===== config.mk =====
export PLATFORM = sky130hd
export DESIGN_NAME = crc_framed_packet_deframer
export DESIGN_NICKNAME = d
export VERILOG_FILES = /design/src/hw/rtl/cfpd_pkg.sv /design/src/hw/rtl/crc_framed_packet_deframer.sv /design/src/hw/rtl/cfpd_crc.sv /design/src/hw/rtl/cfpd_core.sv
export SDC_FILE = /design/constraint.sdc
export NUM_CORES = 1
export LEC_CHECK = 0
export ABC_CLOCK_PERIOD_IN_PS = 8400
export BUFFER_PORTS_ARGS = -buffer_cell sky130_fd_sc_hd__buf_4
export CAP_MARGIN = 20
export CORE_ASPECT_RATIO = 0.8
export CORE_MARGIN = 2
export CORE_UTILIZATION = 56
export CTS_BUF_LIST = sky130_fd_sc_hd__clkbuf_4 sky130_fd_sc_hd__clkbuf_8
export DETAILED_ROUTE_END_ITERATION = 16
export PLACE_DENSITY = 0.83
export SLEW_MARGIN = 20
export SYNTH_ARGS = -nofsm -noshare
export SYNTH_HDL_FRONTEND = slang
export SYNTH_SLANG_ARGS = --single-unit
export TNS_END_PERCENT = 5

===== constraint.sdc =====
create_clock -name clk -period 8.4 [get_ports clk]
set_input_delay 0.84 -clock clk [delete_from_list [all_inputs] [get_ports clk]]
set_output_delay 0.84 -clock clk [all_outputs]
set_load 0.03 [all_outputs]

===== src/hw/rtl/cfpd_pkg.sv =====
// ----------------------------------------------------------------------------
// cfpd_pkg
// shared types and constants for the framed packet deframer
// ----------------------------------------------------------------------------
package cfpd_pkg;

  localparam int COUNT_W          = 21;
  localparam int PAYLOAD_LIMIT    = 256;
  localparam int MAX_LENGTH_BYTES = 3;
  localparam int CFG_INDEX_W      = 3;
  localparam int CFG_DATA_W       = 32;

  localparam logic [COUNT_W:0] PAYLOAD_LIMIT_EXT = (COUNT_W + 1)'(PAYLOAD_LIMIT);
  localparam logic [COUNT_W:0] MAX_LEN_BYTES_EXT = (COUNT_W + 1)'(MAX_LENGTH_BYTES);

  // register indexes of the configuration port
  typedef enum logic [CFG_INDEX_W-1:0] {
    REG_OWN_ADDRESS    = 3'd0,
    REG_MAX_VERSION    = 3'd1,
    REG_START_PATTERN  = 3'd2,
    REG_START_LENGTH   = 3'd3,
    REG_CRC_POLYNOMIAL = 3'd4,
    REG_CRC_SEED       = 3'd5,
    REG_CRC_REFLECTED  = 3'd6
  } reg_index_t;

  // per-byte status codes
  typedef enum logic [2:0] {
    ST_HUNTING      = 3'd0,
    ST_IN_FRAME     = 3'd1,
    ST_FRAME_GOOD   = 3'd2,
    ST_CRC_BAD      = 3'd3,
    ST_ADDRESS_DROP = 3'd4,
    ST_VERSION_DROP = 3'd5,
    ST_LENGTH_ERROR = 3'd6
  } status_t;

  typedef struct packed {
    logic [7:0]  own_address;
    logic [7:0]  max_version;
    logic [31:0] start_pattern;
    logic [2:0]  start_length;
    logic [15:0] crc_polynomial;
    logic [15:0] crc_seed;
    logic        crc_reflected;
  } cfg_t;

  typedef struct packed {
    status_t              status;
    logic [7:0]           payload_byte;
    logic                 payload_valid;
    logic [COUNT_W-1:0]   payload_index;
    logic                 payload_kept;
    logic [7:0]           frame_address;
    logic [7:0]           frame_version;
    logic [COUNT_W-1:0]   frame_length;
    logic                 oversize;
    logic [15:0]          crc_computed;
    logic [15:0]          crc_received;
  } result_t;

endpackage


===== src/hw/rtl/crc_framed_packet_deframer.sv =====
// ----------------------------------------------------------------------------
// crc_framed_packet_deframer
// byte-serial start-pattern / header / payload / crc-16 deframer
// ----------------------------------------------------------------------------
//
// channel   direction  handshake              payload
// in        input      in_valid / in_ready    rx_byte
// out       output     out_valid / out_ready  status, payload_*, frame_*, crc_*
// cfg       input      cfg_we                 cfg_index, cfg_data
//
// one transaction per cycle sustained while the output is not stalled; each byte
// sees an input register, one pass of frame logic with an unrolled crc byte update,
// and a result register, from which its result is offered
// synchronous active-high reset returns to hunting with all config at defaults
// a stalled output holds the result register and the input register; in_ready
// stays high while either one has room
//
module crc_framed_packet_deframer
  import cfpd_pkg::*;
(
  input  logic                   clk,
  input  logic                   rst,

  input  logic                   in_valid,
  output logic                   in_ready,
  input  logic [7:0]             rx_byte,

  output logic                   out_valid,
  input  logic                   out_ready,
  output logic [2:0]             status,
  output logic [7:0]             payload_byte,
  output logic                   payload_valid,
  output logic [COUNT_W-1:0]     payload_index,
  output logic                   payload_kept,
  output logic [7:0]             frame_address_out,
  output logic [7:0]             frame_version_out,
  output logic [COUNT_W-1:0]     frame_length_out,
  output logic                   oversize,
  output logic [15:0]            crc_computed,
  output logic [15:0]            crc_received,

  input  logic                   cfg_we,
  input  logic [CFG_INDEX_W-1:0] cfg_index,
  input  logic [CFG_DATA_W-1:0]  cfg_data
);

  cfg_t       cfg;
  logic       in_full;     // input register holds a byte
  logic [7:0] in_byte;
  logic       advance;     // input register moves into the result register
  result_t    core_result;
  result_t    res;

  // configuration registers, writes to unknown indexes are ignored
  always_ff @(posedge clk) begin
    if (rst) begin
      cfg.own_address    <= 8'd1;
      cfg.max_version    <= 8'd1;
      cfg.start_pattern  <= '0;
      cfg.start_length   <= 3'd2;
      cfg.crc_polynomial <= 16'h1021;
      cfg.crc_seed       <= 16'hFFFF;
      cfg.crc_reflected  <= 1'b0;
    end else if (cfg_we) begin
      unique case (cfg_index)
        REG_OWN_ADDRESS:    cfg.own_address    <= cfg_data[7:0];
        REG_MAX_VERSION:    cfg.max_version    <= cfg_data[7:0];
        REG_START_PATTERN:  cfg.start_pattern  <= cfg_data;
        REG_START_LENGTH:   cfg.start_length   <= cfg_data[2:0];
        REG_CRC_POLYNOMIAL: cfg.crc_polynomial <= cfg_data[15:0];
        REG_CRC_SEED:       cfg.crc_seed       <= cfg_data[15:0];
        REG_CRC_REFLECTED:  cfg.crc_reflected  <= cfg_data[0];
        default: ;
      endcase
    end
  end

  // pipeline flow: result register frees when empty or taken
  assign advance  = in_full && (!out_valid || out_ready);
  assign in_ready = !in_full || advance;

  // input register
  always_ff @(posedge clk) begin
    if (rst) begin
      in_full <= 1'b0;
    end else if (in_ready) begin
      in_full <= in_valid;
    end
  end

  always_ff @(posedge clk) begin
    if (in_valid && in_ready) begin
      in_byte <= rx_byte;
    end
  end

  // frame state and per-byte result
  cfpd_core u_core (
    .clk    (clk),
    .rst    (rst),
    .advance(advance),
    .rx_byte(in_byte),
    .cfg    (cfg),
    .result (core_result)
  );

  // result register
  always_ff @(posedge clk) begin
    if (rst) begin
      out_valid <= 1'b0;
    end else if (advance) begin
      out_valid <= 1'b1;
    end else if (out_ready) begin
      out_valid <= 1'b0;
    end
  end

  always_ff @(posedge clk) begin
    if (advance) begin
      res <= core_result;
    end
  end

  assign status            = res.status;
  assign payload_byte      = res.payload_byte;
  assign payload_valid     = res.payload_valid;
  assign payload_index     = res.payload_index;
  assign payload_kept      = res.payload_kept;
  assign frame_address_out = res.frame_address;
  assign frame_version_out = res.frame_version;
  assign frame_length_out  = res.frame_length;
  assign oversize          = res.oversize;
  assign crc_computed      = res.crc_computed;
  assign crc_received      = res.crc_received;

  // payload bytes only ever appear inside a frame
  a_payload_in_frame: assert property (@(posedge clk) disable iff (rst)
    out_valid && payload_valid |-> status == ST_IN_FRAME)
    else $error("payload byte outside frame");

  // kept flag only on payload bytes
  a_kept_is_payload: assert property (@(posedge clk) disable iff (rst)
    out_valid && payload_kept |-> payload_valid)
    else $error("payload_kept without payload_valid");

  // received crc only reported on a crc verdict
  a_crc_rx_on_verdict: assert property (@(posedge clk) disable iff (rst)
    out_valid && status != ST_FRAME_GOOD && status != ST_CRC_BAD |-> crc_received == '0)
    else $error("crc_received outside crc verdict");

  // input back-pressure only when both registers are occupied and stalled
  a_ready_when_room: assert property (@(posedge clk) disable iff (rst)
    !in_ready |-> in_full && out_valid && !out_ready)
    else $error("in_ready low with room in pipeline");

endmodule


===== src/hw/rtl/cfpd_crc.sv =====
// ----------------------------------------------------------------------------
// cfpd_crc
// one-byte crc-16 update, msb-first or reflected lsb-first
// ----------------------------------------------------------------------------
module cfpd_crc
  import cfpd_pkg::*;
(
  input  logic [15:0] crc_in,
  input  logic [7:0]  data,
  input  logic [15:0] poly,
  input  logic        reflected,
  output logic [15:0] crc_out
);

  logic [15:0] poly_rev;
  logic [15:0] c;

  always_comb begin
    for (int i = 0; i < 16; i++) begin
      poly_rev[i] = poly[15-i];
    end
  end

  // eight shift steps unrolled into combinational logic
  always_comb begin
    if (reflected) begin
      c = crc_in ^ {8'h00, data};
      for (int i = 0; i < 8; i++) begin
        c = c[0] ? ((c >> 1) ^ poly_rev) : (c >> 1);
      end
    end else begin
      c = crc_in ^ {data, 8'h00};
      for (int i = 0; i < 8; i++) begin
        c = c[15] ? ((c << 1) ^ poly) : (c << 1);
      end
    end
    crc_out = c;
  end

endmodule


===== src/hw/rtl/cfpd_core.sv =====
// ----------------------------------------------------------------------------
// cfpd_core
// frame state and per-byte next-state / result logic
// ----------------------------------------------------------------------------
module cfpd_core
  import cfpd_pkg::*;
(
  input  logic          clk,
  input  logic          rst,
  input  logic          advance,
  input  logic [7:0]    rx_byte,
  input  cfg_t          cfg,
  output result_t       result
);

  typedef enum logic [1:0] {
    PH_HUNT    = 2'd0,
    PH_HEADER  = 2'd1,
    PH_PAYLOAD = 2'd2,
    PH_CRC     = 2'd3
  } phase_t;

  phase_t             phase, phase_next;
  logic [COUNT_W-1:0] byte_count, byte_count_next;
  logic [15:0]        running_crc, running_crc_next;
  logic [7:0]         frame_address, frame_address_next;
  logic [7:0]         frame_version, frame_version_next;
  logic [COUNT_W-1:0] frame_length, frame_length_next;
  logic [7:0]         crc_high_byte, crc_high_byte_next;

  logic [15:0]        crc_upd;
  logic [2:0]         slen;
  logic [COUNT_W-1:0] hunt_count;
  logic [COUNT_W-1:0] len_k;
  logic [COUNT_W-1:0] len_bits;
  logic [15:0]        prx;
  status_t            status;
  logic               pvalid;

  cfpd_crc u_crc (
    .crc_in   (running_crc),
    .data     (rx_byte),
    .poly     (cfg.crc_polynomial),
    .reflected(cfg.crc_reflected),
    .crc_out  (crc_upd)
  );

  function automatic logic [7:0] pat_byte(input logic [31:0] pat, input logic [1:0] k);
    logic [31:0] s;
    s = pat >> {k, 3'b000};
    return s[7:0];
  endfunction

  always_comb begin
    priority if (cfg.start_length == 3'd0) slen = 3'd1;
    else if (cfg.start_length > 3'd4)      slen = 3'd4;
    else                                   slen = cfg.start_length;
  end

  // pattern match counter with restart at the first byte
  always_comb begin
    priority if (byte_count < COUNT_W'(slen)
                 && rx_byte == pat_byte(cfg.start_pattern, byte_count[1:0])) begin
      hunt_count = byte_count + COUNT_W'(1);
    end else if (rx_byte == pat_byte(cfg.start_pattern, 2'd0)) begin
      hunt_count = COUNT_W'(1);
    end else begin
      hunt_count = '0;
    end
  end

  assign len_k = byte_count - COUNT_W'(2);

  // 7-bit group placed at its varint position, bits past 21 discarded
  always_comb begin
    unique case (len_k[1:0])
      2'd0:    len_bits = COUNT_W'(rx_byte[6:0]);
      2'd1:    len_bits = COUNT_W'(rx_byte[6:0]) << 7;
      2'd2:    len_bits = COUNT_W'(rx_byte[6:0]) << 14;
      default: len_bits = '0;
    endcase
  end

  always_comb begin
    phase_next         = phase;
    byte_count_next    = byte_count;
    running_crc_next   = running_crc;
    frame_address_next = frame_address;
    frame_version_next = frame_version;
    frame_length_next  = frame_length;
    crc_high_byte_next = crc_high_byte;
    status             = ST_IN_FRAME;
    pvalid             = 1'b0;
    prx                = '0;

    if (phase == PH_HEADER || phase == PH_PAYLOAD) begin
      running_crc_next = crc_upd;
    end

    unique case (phase)
      PH_HUNT: begin
        if (hunt_count >= COUNT_W'(slen)) begin
          phase_next         = PH_HEADER;
          byte_count_next    = '0;
          frame_address_next = '0;
          frame_version_next = '0;
          frame_length_next  = '0;
          running_crc_next   = cfg.crc_seed;
        end else begin
          byte_count_next = hunt_count;
          status          = ST_HUNTING;
        end
      end
      PH_HEADER: begin
        priority if (byte_count == '0) begin
          frame_address_next = rx_byte;
          if (rx_byte != 8'h00 && rx_byte != cfg.own_address) begin
            phase_next      = PH_HUNT;
            byte_count_next = '0;
            status          = ST_ADDRESS_DROP;
          end else begin
            byte_count_next = COUNT_W'(1);
          end
        end else if (byte_count == COUNT_W'(1)) begin
          frame_version_next = rx_byte;
          if (rx_byte > cfg.max_version) begin
            phase_next      = PH_HUNT;
            byte_count_next = '0;
            status          = ST_VERSION_DROP;
          end else begin
            byte_count_next = COUNT_W'(2);
          end
        end else begin
          if ({1'b0, len_k} >= MAX_LEN_BYTES_EXT || len_k > COUNT_W'(3)) begin
            phase_next      = PH_HUNT;
            byte_count_next = '0;
            status          = ST_LENGTH_ERROR;
          end else begin
            frame_length_next = frame_length | len_bits;
            if (!rx_byte[7]) begin
              phase_next      = (frame_length_next != '0) ? PH_PAYLOAD : PH_CRC;
              byte_count_next = '0;
            end else begin
              byte_count_next = byte_count + COUNT_W'(1);
            end
          end
        end
      end
      PH_PAYLOAD: begin
        pvalid = 1'b1;
        if ({1'b0, byte_count} + (COUNT_W + 1)'(1) >= {1'b0, frame_length}) begin
          phase_next      = PH_CRC;
          byte_count_next = '0;
        end else begin
          byte_count_next = byte_count + COUNT_W'(1);
        end
      end
      PH_CRC: begin
        if (byte_count == '0) begin
          crc_high_byte_next = rx_byte;
          byte_count_next    = COUNT_W'(1);
        end else begin
          prx             = {crc_high_byte, rx_byte};
          status          = (prx == running_crc) ? ST_FRAME_GOOD : ST_CRC_BAD;
          phase_next      = PH_HUNT;
          byte_count_next = '0;
        end
      end
      default: phase_next = PH_HUNT;
    endcase
  end

  always_comb begin
    result.status        = status;
    result.payload_byte  = pvalid ? rx_byte : 8'h00;
    result.payload_valid = pvalid;
    result.payload_index = pvalid ? byte_count : '0;
    result.payload_kept  = pvalid && ({1'b0, byte_count} < PAYLOAD_LIMIT_EXT);
    result.frame_address = frame_address_next;
    result.frame_version = frame_version_next;
    result.frame_length  = frame_length_next;
    result.oversize      = {1'b0, frame_length_next} > PAYLOAD_LIMIT_EXT;
    result.crc_computed  = running_crc_next;
    result.crc_received  = prx;
  end

  always_ff @(posedge clk) begin
    if (rst) begin
      phase         <= PH_HUNT;
      byte_count    <= '0;
      running_crc   <= '0;
      frame_address <= '0;
      frame_version <= '0;
      frame_length  <= '0;
      crc_high_byte <= '0;
    end else if (advance) begin
      phase         <= phase_next;
      byte_count    <= byte_count_next;
      running_crc   <= running_crc_next;
      frame_address <= frame_address_next;
      frame_version <= frame_version_next;
      frame_length  <= frame_length_next;
      crc_high_byte <= crc_high_byte_next;
    end
  end

endmodule

==> impl_metrics.ini <==
[timing]
post-route-period-util_pct = 72.1
rsz0062_at_grt = false
worst-slew-pin-transition_ns = 1.20
skew_ns = 0.0412
relSlewSlack_pct = 19.2
timing.final.ws_setup_ns = 2.35
fmax_mhz = 165
hold_viol_final = 0
fin_tns_setup_ns = 0
final-setup-viol-count = 0
slew_viol_final = 0
post-route-min-period_ns = 6.05

[drt]
viasPerCell = 6.25
via_count = 17000
first_iter_violations = 2067
routed_wl_mm = 57.5
drc_errors = 0
routedWlPerCell_um = 21.1
drt-pass1-iter-count = 8
antenna_left = 0

[logic_synthesis]
ys_seq_elements = 282
synth.distinct_cells = 85
yosysWarnings = 0
synth_area_um2 = 18500
postSynth.asyncResetShare_pct = 0
avgSynthCellArea_um2 = 8.36
synth.yosys.seq_area_share_pct = 36.5
ys.flop_type = dfxtp_1
postSynthCellCount = 2217
yosys-top-cells-area = dfxtp_1 (18%), edfxtp_1 (18%), xnor2_1 (11%)
synth_edf_count = 112
synth_nets = 2311
synth_area_leader_cell = dfxtp_1
yosysTopAreaCellShare_pct = 18.4

[floorplan]
die-area_um2 = 34600
ioPinCount = 154
start_util_pct = 56.9
core_um2 = 32600
die_x_um = 207
row_count = 59
dieHeight_um = 167

[global_routing]
grt_pass1_wl_mm = 89.4
grt_pass1_vias = 15500
track_usage_pct = 32.3
antenna_found_initial = 1
grt_max_degree = 90
grt-ovfl-total = 0

[power]
irDropWorstVdd_uv = 109
power.leakage_uw = 0.00767
p_seq_share_pct = 42.6
p_comb_share_pct = 23.9
p_total_uw = 3550
pwr-share-clk_pct = 33.4
netSwitchingPower_uw = 1110
p_int_uw = 2440
p_sw_share_pct = 31.3
power.density_nw_per_um2 = 172

[clock_tree]
worstSkewPairLatency_ns = 0.58
cts.reportedPaths.clkPinSlew_ns = 0.07
clock_path_buffers = 3
cts_buffers = 41
root_buffer = clkbuf_8
cts.sinks = 282
cts_setup_buffers = 0
cts_resized = 0
tritoncts = done
htree_levels = 2
holdBufCountCts = 0

[cells_and_area]
final_util_pct = 63.2
design_area_um2 = 20600
multi_input_area_um2 = 10800
drive_above_1_share_pct = 13.2
layout_commonest_cell = nand2_1
seq_area_um2 = 6770
areaGrowthSynthToFinish_pct = 11.1
layout_common_cells = nand2_1 (437), xnor2_1 (238), buf_4 (179)
n_antenna_cell = 0
fillerInstances = 2663
layout.nets = 2356

[worst_setup_path]
crit_buf_inv = 0
slowest_stage = xnor2_1
end_kind = flip-flop
cpPeakStageDelay_ns = 0.93
cp.arrival_ns = 6.37
cp_top_family = XOR/XNOR gates
cp_cell_sequence = xnor2_1 -> xnor2_1 -> nor2_1 -> xor2_1 -> a32oi_1 -> xnor2_1 -> xnor3_1 -> o211ai_1 -> or3_1 -> nand3_1 -> xnor3_1 -> o221ai_1 -> o21ai_1
crit_cells = 13
worstPathMaxFanout = 17
cpMostUsedCell = xnor2_1
rrSetupSlack_ns = 2.35
required_ns = 8.71
crit_type = flip-flop to flip-flop
critPathLaunchType = flip-flop
reg2regPathDepth = 13

[placed_design]
place_area_um2 = 19700
portBuffers = 153
post-place-ws_ns = 2.48
hpwl_mm = 40.4
place_congestion = 0.970

[status]
status = complete, no violations

[worst_hold_path]
holdCritPathClass = input pin to flip-flop
hold_depth = 1

[job]
maxCapViolations = 0
-- registers in the layout (all words and copies together), names as in the netlist, named ones only --
signal	cells
frame_address_out	8
status	3
u_core.byte_count	21
payload_kept	1
cfg	84
u_core.running_crc	16
in_full	1
payload_valid	1
u_core.phase	1
u_core.frame_length	21
u_core.frame_version	8
frame_length_out	21
payload_byte	8
out_valid	1
in_byte	8
oversize	1
crc_received	16
u_core.crc_high_byte	8
crc_computed	16
u_core.frame_address	8
frame_version_out	8
payload_index	21
-- path summary, 6_finish.rpt --
kind,end,from
max reg2reg,crc_computed[6],in_byte[6]
max,crc_computed[6],in_byte[6]
min reg2reg,cfg[67],cfg[67]
min,in_byte[5],rx_byte[5]
-- area by class of cell --
cell class,count,area share (%)
Clock buffer,70,4.16
Clock inverter,6,0.146
Inverter,61,1.14
Multi-Input combinational cell,1697,52.6
Sequential cell,282,32.9
Tap cell,427,2.59
Timing Repair Buffer,179,6.53
-- cells in the mapped netlist, types with 25 or more instances --
library cell	number
nor2_1	111
dfxtp_1	170
xor2_1	45
edfxtp_1	112
nand3_1	94
inv_1	59
and3_1	34
buf_2	25
nor3_1	50
nand2_1	437
o21ai_0	60
a21oi_1	163
and2_1	49
xnor2_1	240
a22o_1	39
ha_1	46
clkbuf_1	135
-- kinds of logic after synthesis --
group	count (synthesis)	synth area share (%)
XOR/XNOR	307	15.9
multiplexers	34	2.40
flip-flops	282	36.5
AO/OA/AOI/OAI	439	15.6
buffers and inverters	238	5.22
AND/OR/NAND/NOR	871	21.3
adder cells (fa/ha/maj)	46	3.11
-- power by group through the flow --
stage | clock, uW | sequential [uW] | combinational (uW)
2_1_floorplan | 0 | 1560 | 597
3_3_place_gp | 0 | 1540 | 815
3_5_place_dp | 0 | 1540 | 828
4_1_cts | 1190 | 1510 | 833
5_1_grt | 1260 | 1520 | 906
6_report | 1190 | 1510 | 849
-- per-layer routing --
| metal | GRT usage, % | share of wire, % | vias to the layer above |
|---|---|---|---|
| met1 | 49.7 | 44 | 8029 |
| met4 | 7.95 | 2.3 | 0 |
| met2 | 44.2 | 40 | 1118 |
| met5 | 0 | 0 | - |
| li1 | - | - | 7759 |
| met3 | 8.92 | 14 | 110 |
-- per-stage QoR --
stage / std cells / hold slack, ns
floorplan: 2217 / 0.433
global placement: 2646 / 0.442
detailed placement: 2646 / 0.446
CTS: 2722 / 0.426
global route: 2722 / 0.429
finish: 2722 / 0.443
Note: power is estimated with default switching activity, not from simulation.
